### src/rtl/core/makd_pkg.sv
// ----------------------------------------------------------------------------
// makd_pkg
// types, constants and key decode function of the median keypad decoder
// ----------------------------------------------------------------------------
package makd_pkg;

	localparam int SAMPLES_DEF = 8;
	localparam int SAMPLE_W    = 12;
	localparam int KEY_W       = 4;

	// key codes
	localparam logic [KEY_W-1:0] KEY_NONE  = 4'd0;
	localparam logic [KEY_W-1:0] KEY_ONE   = 4'd1;
	localparam logic [KEY_W-1:0] KEY_TWO   = 4'd2;
	localparam logic [KEY_W-1:0] KEY_THREE = 4'd3;
	localparam logic [KEY_W-1:0] KEY_FOUR  = 4'd4;
	localparam logic [KEY_W-1:0] KEY_FIVE  = 4'd5;
	localparam logic [KEY_W-1:0] KEY_SIX   = 4'd6;
	localparam logic [KEY_W-1:0] KEY_SEVEN = 4'd7;
	localparam logic [KEY_W-1:0] KEY_EIGHT = 4'd8;

	// ladder window bounds, inclusive
	localparam logic [SAMPLE_W-1:0] K1_HI = 12'h020;
	localparam logic [SAMPLE_W-1:0] K2_LO = 12'h0B0;
	localparam logic [SAMPLE_W-1:0] K2_HI = 12'h100;
	localparam logic [SAMPLE_W-1:0] K3_LO = 12'h240;
	localparam logic [SAMPLE_W-1:0] K3_HI = 12'h300;
	localparam logic [SAMPLE_W-1:0] K4_LO = 12'h3B0;
	localparam logic [SAMPLE_W-1:0] K4_HI = 12'h450;
	localparam logic [SAMPLE_W-1:0] K5_LO = 12'h500;
	localparam logic [SAMPLE_W-1:0] K5_HI = 12'h600;
	localparam logic [SAMPLE_W-1:0] K6_LO = 12'h700;
	localparam logic [SAMPLE_W-1:0] K6_HI = 12'h800;
	localparam logic [SAMPLE_W-1:0] K7_LO = 12'h840;
	localparam logic [SAMPLE_W-1:0] K7_HI = 12'h940;
	localparam logic [SAMPLE_W-1:0] K8_HI = 12'hB50;

	// what one cell hands to its right neighbor
	typedef struct packed {
		logic                gt;
		logic [SAMPLE_W-1:0] val;
	} makd_link_t;

	function automatic logic [KEY_W-1:0] decode_key(input logic [SAMPLE_W-1:0] m);
		logic [KEY_W-1:0] k;
		priority if (m <= K1_HI)                 k = KEY_ONE;
		else if (m >= K2_LO && m <= K2_HI)      k = KEY_TWO;
		else if (m >= K3_LO && m <= K3_HI)      k = KEY_THREE;
		else if (m >= K4_LO && m <= K4_HI)      k = KEY_FOUR;
		else if (m >= K5_LO && m <= K5_HI)      k = KEY_FIVE;
		else if (m >= K6_LO && m <= K6_HI)      k = KEY_SIX;
		else if (m >= K7_LO && m <= K7_HI)      k = KEY_SEVEN;
		else if (m <= K8_HI)                    k = KEY_EIGHT;
		else                                    k = KEY_NONE;
		return k;
	endfunction

endpackage

### src/rtl/core/median_adc_key_decoder.sv
// ----------------------------------------------------------------------------
// median_adc_key_decoder
// median filter over a batch of ladder keypad samples, decoded to a key code
// ----------------------------------------------------------------------------
// usage
//   input: drive sample with start high; a beat is taken on any edge where
//   start is high and busy is low. busy stays low, so a sample can be given
//   on every cycle without gaps.
//   output: done is high for exactly one cycle with key_code and
//   median_value; the receiver cannot stall and must take it then.
// timing
//   one sample per cycle, set by the row of sort cells which all update in
//   the same cycle from a broadcast compare against the new sample.
//   every SAMPLES beats give one result; the edge that takes the last sample
//   of a batch settles the row and raises fire_s1, the next edge registers
//   the mean, key and done strobe. the next batch may start right away; the
//   result stage reads the row before the first sample of the next batch
//   overwrites it.
// reset
//   arst_n clears the batch count and the result strobe; the cells hold no
//   reset and are only read once the batch has filled them.
// ----------------------------------------------------------------------------
module median_adc_key_decoder #(
	parameter int SAMPLES = makd_pkg::SAMPLES_DEF
) (
	input  logic                          clk,
	input  logic                          arst_n,
	input  logic                          start,
	output logic                          busy,
	input  logic [makd_pkg::SAMPLE_W-1:0] sample,
	output logic                          done,
	output logic [makd_pkg::KEY_W-1:0]    key_code,
	output logic [makd_pkg::SAMPLE_W-1:0] median_value
);
	import makd_pkg::*;

	// batch counter only needs to reach SAMPLES-1
	localparam int CNT_W  = (SAMPLES > 1) ? $clog2(SAMPLES) : 1;
	// middle pair; equal indexes for an odd count
	localparam int LO_IDX = (SAMPLES - 1) / 2;
	localparam int HI_IDX = SAMPLES / 2;

	logic             accept;
	logic             last;
	logic [CNT_W-1:0] count_q;
	logic             fire_s1;
	logic [SAMPLES-1:0] filled;
	makd_link_t       link [SAMPLES+1];

	// the row never blocks: every start is a beat
	assign busy   = 1'b0;
	assign accept = start && !busy;
	assign last   = (count_q == CNT_W'(SAMPLES - 1));

	// batch count, wraps on the last sample of a batch
	always_ff @(posedge clk or negedge arst_n) begin
		if (!arst_n) begin
			count_q <= '0;
			fire_s1 <= 1'b0;
		end else begin
			fire_s1 <= accept && last;
			if (accept) begin
				count_q <= last ? '0 : count_q + 1'b1;
			end
		end
	end

	// nothing enters the row from the left end
	assign link[0] = '{gt: 1'b0, val: '0};

	// sort row: slot i holds the i-th smallest sample of the batch so far
	for (genvar i = 0; i < SAMPLES; i++) begin : g_cell
		assign filled[i] = ({1'b0, count_q} > (CNT_W + 1)'(i));

		makd_cell u_cell (
			.clk    (clk),
			.load   (accept),
			.filled (filled[i]),
			.s      (sample),
			.left   (link[i]),
			.right  (link[i+1])
		);
	end

	// mean of the middle pair, decode and registered result
	makd_median u_median (
		.clk          (clk),
		.arst_n       (arst_n),
		.fire         (fire_s1),
		.mid_lo       (link[LO_IDX+1].val),
		.mid_hi       (link[HI_IDX+1].val),
		.done         (done),
		.key_code     (key_code),
		.median_value (median_value)
	);

endmodule

### src/rtl/core/makd_cell.sv
// ----------------------------------------------------------------------------
// makd_cell
// one slot of the insertion-sort row: keeps or shifts right or takes the sample
// ----------------------------------------------------------------------------
module makd_cell (
	input  logic                          clk,
	input  logic                          load,
	input  logic                          filled,
	input  logic [makd_pkg::SAMPLE_W-1:0] s,
	input  makd_pkg::makd_link_t          left,
	output makd_pkg::makd_link_t          right
);
	import makd_pkg::*;

	logic [SAMPLE_W-1:0] val_q;
	logic                gt;

	// only a filled slot holding a larger value moves right
	assign gt        = filled && (val_q > s);
	assign right.gt  = gt;
	assign right.val = val_q;

	always_ff @(posedge clk) begin
		if (load) begin
			if (left.gt) begin
				val_q <= left.val;
			end else if (gt || !filled) begin
				val_q <= s;
			end
		end
	end

endmodule

### src/rtl/core/makd_median.sv
// ----------------------------------------------------------------------------
// makd_median
// middle-pair mean, key decode and the result register
// ----------------------------------------------------------------------------
module makd_median (
	input  logic                          clk,
	input  logic                          arst_n,
	input  logic                          fire,
	input  logic [makd_pkg::SAMPLE_W-1:0] mid_lo,
	input  logic [makd_pkg::SAMPLE_W-1:0] mid_hi,
	output logic                          done,
	output logic [makd_pkg::KEY_W-1:0]    key_code,
	output logic [makd_pkg::SAMPLE_W-1:0] median_value
);
	import makd_pkg::*;

	logic [SAMPLE_W:0]   sum;
	logic [SAMPLE_W-1:0] med;
	logic                done_q;
	logic [KEY_W-1:0]    key_q;
	logic [SAMPLE_W-1:0] med_q;

	// for an odd count both inputs are the same cell, so the mean is exact
	assign sum = {1'b0, mid_lo} + {1'b0, mid_hi};
	assign med = sum[SAMPLE_W:1];

	always_ff @(posedge clk or negedge arst_n) begin
		if (!arst_n) begin
			done_q <= 1'b0;
		end else begin
			done_q <= fire;
		end
	end

	always_ff @(posedge clk) begin
		if (fire) begin
			key_q <= decode_key(med);
			med_q <= med;
		end
	end

	assign done         = done_q;
	assign key_code     = key_q;
	assign median_value = med_q;

endmodule

### config.mk
export PLATFORM = sky130hd
export DESIGN_NAME = median_adc_key_decoder
export DESIGN_NICKNAME = d
export VERILOG_FILES = /design/src/rtl/core/makd_pkg.sv /design/src/rtl/core/median_adc_key_decoder.sv /design/src/rtl/core/makd_cell.sv /design/src/rtl/core/makd_median.sv
export SDC_FILE = /design/constraint.sdc
export NUM_CORES = 1
export LEC_CHECK = 0
export BUFFER_PORTS_ARGS = -buffer_cell sky130_fd_sc_hd__buf_2
export CELL_PAD_IN_SITES_DETAIL_PLACEMENT = 0
export CELL_PAD_IN_SITES_GLOBAL_PLACEMENT = 2
export CORE_ASPECT_RATIO = 0.5
export CORE_MARGIN = 4
export CORE_UTILIZATION = 46
export DETAILED_ROUTE_END_ITERATION = 12
export GPL_ROUTABILITY_DRIVEN = 0
export PLACE_DENSITY = 0.84
export SYNTH_ARGS = -nofsm -noshare
export SYNTH_HDL_FRONTEND = slang
export SYNTH_SLANG_ARGS = --single-unit
### constraint.sdc
create_clock -name clk -period 5.7 [get_ports clk]
set_clock_uncertainty 0.15 [all_clocks]
set_input_delay 0.285 -clock clk [delete_from_list [all_inputs] [get_ports clk]]
set_output_delay 0.285 -clock clk [all_outputs]
set_load 0.03 [all_outputs]
# ---- Word-level counts from Yosys, hierarchy flattened
# Index checks and enable logic that the tools add are counted.
# Widths: inputs -> output; s select.
dict set report totals {
  reg_bits 81
  inputBits 15
  output_inout_bits 18
  elab_cells 88
}
dict set report classes {
  addsub 2
  magnitude_cmp 24
  eq_ne 1
  mux 16
  reduce_logical 33
}
# cell n
set op_table {}
lappend op_table {{$mux 12} 8}
lappend op_table {{$gt 12x12->1} 5}
lappend op_table {{$le 12x12->1 const B} 3}
lappend op_table {{$ge 12x10->1 const B} 2}
lappend op_table {{$ge 12x11->1 const B} 2}
lappend op_table {{$le 12x11->1 const B} 2}
lappend op_table {{$mux 3} 5}
lappend op_table {{$add 12x12->13} 1}
lappend op_table {{$ge 12x12->1 const B} 1}
lappend op_table {{$ge 12x8->1 const B} 1}
lappend op_table {{$le 12x10->1 const B} 1}
lappend op_table {{$le 12x6->1 const B} 1}
lappend op_table {{$le 12x9->1 const B} 1}
lappend op_table {{$logic_and 1x1->1} 12}
lappend op_table {{$reduce_and 2->1} 5}
lappend op_table {{$reduce_bool 2->1} 4}
lappend op_table {{$reduce_or 7->1} 1}
lappend op_table {{$gt 3x1->1 const B} 2}
lappend op_table {{$gt 3x2->1 const B} 2}
lappend op_table {{$logic_not 1->1} 5}
lappend op_table {{$logic_or 1x1->1} 5}
lappend op_table {{$mux 2} 2}
lappend op_table {{$mux 4} 1}
lappend op_table {{$add 3x1->3 const B} 1}
lappend op_table {{3 further kinds} 3}

# ---- Depth between registers and ports, before layout
dict set report logic_depth {
  ltp_word 9
  depth_mapped 12
  depth_no_buf 12
}

# ---- Cells and area by module
# Synthesis repeated with hierarchy kept, for this count alone.
dict set report unflattened {
  cells_unflattened 618
  area_unflattened_um2 5866.9
}
# module n_inst cells_per_inst area_each_um2 seq_area_each_um2
set modules_own_cells {}
lappend modules_own_cells {makd_cell 5 86 815.8 360.3}
lappend modules_own_cells {makd_median 1 162 1531.5 505.5}
lappend modules_own_cells {median_adc_key_decoder 1 26 256.5 100.1}

# ---- Worst setup path before layout
# Ideal clock, no wire load.
dict set report synth_path {
  path_kind {flip-flop to flip-flop}
  from {register g_cell[3].u_cell.val_q[0]}
  to {register u_median.key_q[3] (netlist: u_median.key_code[3]), data pin}
  setup_ps 256
  arrival_time_ps 2634
  required_ps 5294
  setup_slack_ps 2660
  stages_incl_launch_ff 12
  path_buffers 0
  period_less_slack_ps 3040
  path_cell_list {edfxtp_1 inv_1 nor2_1 fa_1 a21oi_1 o211a_4 o21ai_2 xnor2_1 nand3_2 or3_1 a31o_1 and4_1}
}
dict set report synth_between {
  elab_chain_cells 4
  word_cells_on_any_way 23
  cone_classes {1 x add/sub; 14 x order compare; 1 x mux; 7 x reduce/logical}
}
# element line_no
set synth_lines {}
lappend synth_lines {{start, declared} makd_cell.sv:15} ;# logic [SAMPLE_W-1:0] val_q;
lappend synth_lines {{start signal, assigned} makd_cell.sv:26} ;# val_q <= left.val;
lappend synth_lines {{start signal, assigned} makd_cell.sv:28} ;# val_q <= s;
lappend synth_lines {{$add 12x12->13 (*)} makd_median.sv:24} ;# assign sum = {1'b0, mid_lo} + {1'b0, mid_hi};
lappend synth_lines {{$ge 12x12->1, or another cell as far along} makd_pkg.sv:52} ;# else if (m >= K7_LO && m <= K7_HI) k = KEY_SEVEN;
lappend synth_lines {{$logic_and 1x1->1, or another cell as far along} makd_pkg.sv:52}
lappend synth_lines {{$reduce_or 7->1 (no line)} n/a}
lappend synth_lines {{end signal, assigned} makd_median.sv:37} ;# key_q <= decode_key(med);
lappend synth_lines {{end, declared} makd_median.sv:20} ;# logic [KEY_W-1:0] key_q;
# Mark *: on every way between the ends. The rest lies on a longest branch, timed or not.
# A chain may end at the register's enable or synchronous reset.

# ---- Final worst setup path
dict set report layout_path {
  from {register g_cell[3].u_cell.val_q[2]}
  to {register u_median.key_q[3] (netlist: u_median.key_code[3]), data pin}
}
# Same word-level chain as after synthesis.

==> results.md <==
* Status: finished, final reports clean
* Mapped Nets at 539
* TritonCTS clock tree: done
* Power Internal at 1.92 mW
* IR drop worst, VDD at 0.000158 V
* Commonest cells after routing, fill and taps aside: edfxtp_1 (76), ha_1 (75), mux2_2 (49)
* Fin Setup TNS at 0 ns
* WHS Path Cells at 1
* Syn Inst Count at 448
* DP Wirelength at 9290 um
* First DRT Iteration DRCs at 257
* Hold buffers post-CTS at 1
* Buffers plus inverters on the worst setup path at 0
* Cell Area, Placed at 5780 sq um
* Fmax at 288 MHz
* Number of buffers created by CTS at 9
* # fillers at 1004
* Area used by multi-input combinational logic at 2910 sq um
* Hold path endpoint: g_cell[0].u_cell.val_q[5]$_DFFE_PP_
* Pin count of the biggest net entering global routing at 18
* Worst setup margin at 2.22 ns
* Post-Synth Simple-Gate Area at 0.0961
* Worst-path cell chain: ha_1 -> a21oi_2 -> a21oi_2 -> o211a_1 -> a211oi_2 -> nand2_2 -> or3_1 -> a31o_1 -> and4_1
* Max Cap Viol at 0
* Flop2flop setup slack at 2.22 ns
* Register Area at 2410 sq um
* GRT Total Usage at 0.175
* Compound-Gate Fraction of Synth Area at 0.144
* DRT Pass-1 Iters at 4
* Placed cell count at 631
* R2r worst-path depth at 9
* Post-Synth XOR/XNOR Area at 0.0122
* Clk slew on worst S/H paths at 0.06 ns
* Final Cycle Share at 0.610
* PnR Total Power at 3.13 mW
* Hold slack at 0.0702 ns
* Final setup viols at 0
* Latest clock arrival within the worst-skew pair at 0.34 ns
* Worst path top cell family by delay: compound AO/OA/AOI/OAI gates
* IO Port Bufs at 31
* Synth unique cells at 67
* R2r startpoint: g_cell[3].u_cell.val_q[2]$_DFFE_PP_
* Most common cell after layout, fill and taps aside: edfxtp_1
* Post-synth EDFFs at 76
* Crit end category: flip-flop
* Fin cells at 647
* Crit-path max FO at 11
* Post-synthesis sequential area ratio at 0.441
* Worst path max stage delay at 0.62 ns
* Wire length per cell at 18.2 um
* Total setup buffers inserted after CTS at 0
* Hold wc startpoint: sample[5]
* Synth warn at 0
* H-Tree Depth at 3
* P_sw at 1.21 mW
* Row count at 27
* Crit path DAT at 3.42 ns
* Fraction of layout instances using a drive strength above 1 at 0.252
* Final core occ at 0.541
* Clk network pwr share at 0.197
* Synth Area in Adders at 0.176
* Global route total overflow at 0
* Syn_area_per_cell at 12.2 sq um
* Leakage at 2.53 nW
* Seq pwr share at 0.320
* N_diodes at 0
* Hold Fails Final Rpt at 0
* Comb power frac at 0.482
* Ys flop type: edfxtp_1
* Most frequent CP cell: a21oi_2
* DRT Wirelength at 11700 um
* Cell area power density at 513 nW/um^2
* WP data required at 5.64 ns
* Largest family of logic cells by synthesized area: adder cells
* Die area at 13800 sq um
* Vias in the first global route at 3577
* CTS max path bufs at 2
* Die Y at 85.0 um
* Core area at 11300 sq um
* Worst hold path class: primary input to flip-flop
* Root buffer cell: clkbuf_16
* Drt via density at 5.60
* Pre-CTS worst setup slack at 2.08 ns
* Layout Nets at 575
* Slowest cell on crit path: a211oi_2
* Chip Width at 162 um
* Switching Share at 0.388
* Final Instance Area at 6100 sq um
* Global-route wire length before repair at 19000 um
* Num Clock Sinks at 81
* Startpoint class of the critical path: flip-flop
* Post-synthesis mux area share at 0.103
* Worst-margin pin slew at 1.09 ns
* Top Ports at 33
* Post-CTS Resized at 0
* DR vias at 3620
* Flop and latch count out of synthesis at 81
* Area of the mapped netlist at 5460 sq um
* Final Slew Violations at 0
* Area grow syn2layout at 11.8%
* Reg2reg end: u_median.key_code[3]$_SDFFCE_PP0P_
* Post-route minimum period at 3.48 ns
* Antenna Nets Post-Route at 0
* # DRC at 0
* Initial Util at 0.484
* Slew HR at 0.274
* Initial antenna violation count at 0
* WS Path Type: flip-flop to flip-flop
* Async S/R FF share, synth at 0.0617
* RSZ-0062 raised after global routing: false
[layer usage]
metal  GRT usage  part of all wire  wire length (um)
met3      0.0451             0.044               513
met1       0.267              0.54              6310
met4      0.0315            0.0043                50
met2       0.251              0.41              4870
met5           0                 0                 0
[sequential cells by signal (all words and copies together), names as in the netlist]
name,flops
u_median.median_value,12
count_q,3
fire_s1,1
u_median.done,1
u_median.key_code,4
g_cell.u_cell.val_q,60
[area by class of cell]
| type | instances | share of cell area |
|---|---|---|
| Clock inverter | 5 | 0.0131 |
| Multi-Input combinational cell | 332 | 0.477 |
| Sequential cell | 81 | 0.395 |
| Tap cell | 159 | 0.0326 |
| Clock buffer | 10 | 0.0375 |
| Inverter | 27 | 0.0172 |
| Timing Repair Buffer | 33 | 0.0283 |
[worst reg2reg max path, stage by stage, from the launching register on]
cell,delay (ns)
edfxtp_1,0.44
ha_1,0.40
a21oi_2,0.30
a21oi_2,0.14
o211a_1,0.23
a211oi_2,0.62
nand2_2,0.16
or3_1,0.35
a31o_1,0.25
and4_1,0.19
[power by group through the flow]
stage	Clock (mW)	Combinational, mW	Sequential [mW]
floorplan	0	1.18	0.999
global placement	0	1.51	1.01
detailed placement	0	1.50	1.01
CTS	0.632	1.51	1.00
global route	0.657	1.69	1.02
finish	0.617	1.51	1.00
[Yosys cell counts (3+ instances only)]
cell type,n,area share
a21oi_1,24,0.022
nor2_1,18,0.012
a21o_1,22,0.030
o21ai_2,3,0.0048
o211ai_1,3,0.0041
nand4_1,17,0.019
o31a_1,3,0.0048
a21oi_2,3,0.0048
and2_1,3,0.0034
nand2_1,12,0.0083
or2_2,4,0.0046
o21a_1,7,0.0096
dfrtp_1,5,0.023
edfxtp_1,76,0.42
ha_1,75,0.17
nor3_1,3,0.0028
o21ai_0,14,0.013
nand2b_1,5,0.0057
inv_1,24,0.017
mux2_2,49,0.10
nor2b_1,9,0.010
o221ai_1,7,0.011
buf_2,5,0.0046
nand3_1,4,0.0037
[how the worst max path moves through the flow]
stage,from,to,slack (ns),depth (start not counted)
finish,g_cell[3].u_cell.val_q[2]$_DFFE_PP_,u_median.key_code[3]$_SDFFCE_PP0P_,2.22,9
global route,g_cell[3].u_cell.val_q[11]$_DFFE_PP_,g_cell[4].u_cell.val_q[11]$_DFFE_PP_,1.96,7
CTS,g_cell[3].u_cell.val_q[11]$_DFFE_PP_,g_cell[4].u_cell.val_q[10]$_DFFE_PP_,2.20,7
detailed placement,sample[10],g_cell[1].u_cell.val_q[9]$_DFFE_PP_,2.08,10
global placement,sample[11],g_cell[1].u_cell.val_q[9]$_DFFE_PP_,2.10,10
floorplan,g_cell[3].u_cell.val_q[0]$_DFFE_PP_,u_median.key_code[3]$_SDFFCE_PP0P_,2.66,11
[kinds of logic after synthesis]
logic type | after synthesis
AND/OR/NAND/NOR | 91
multiplexers | 50
flip-flops | 81
AO/OA/AOI/OAI | 109
other | 1
XOR/XNOR | 5
buffers and inverters | 35
adder cells (fa/ha/maj) | 76
(Power assumes the default switching activity.)
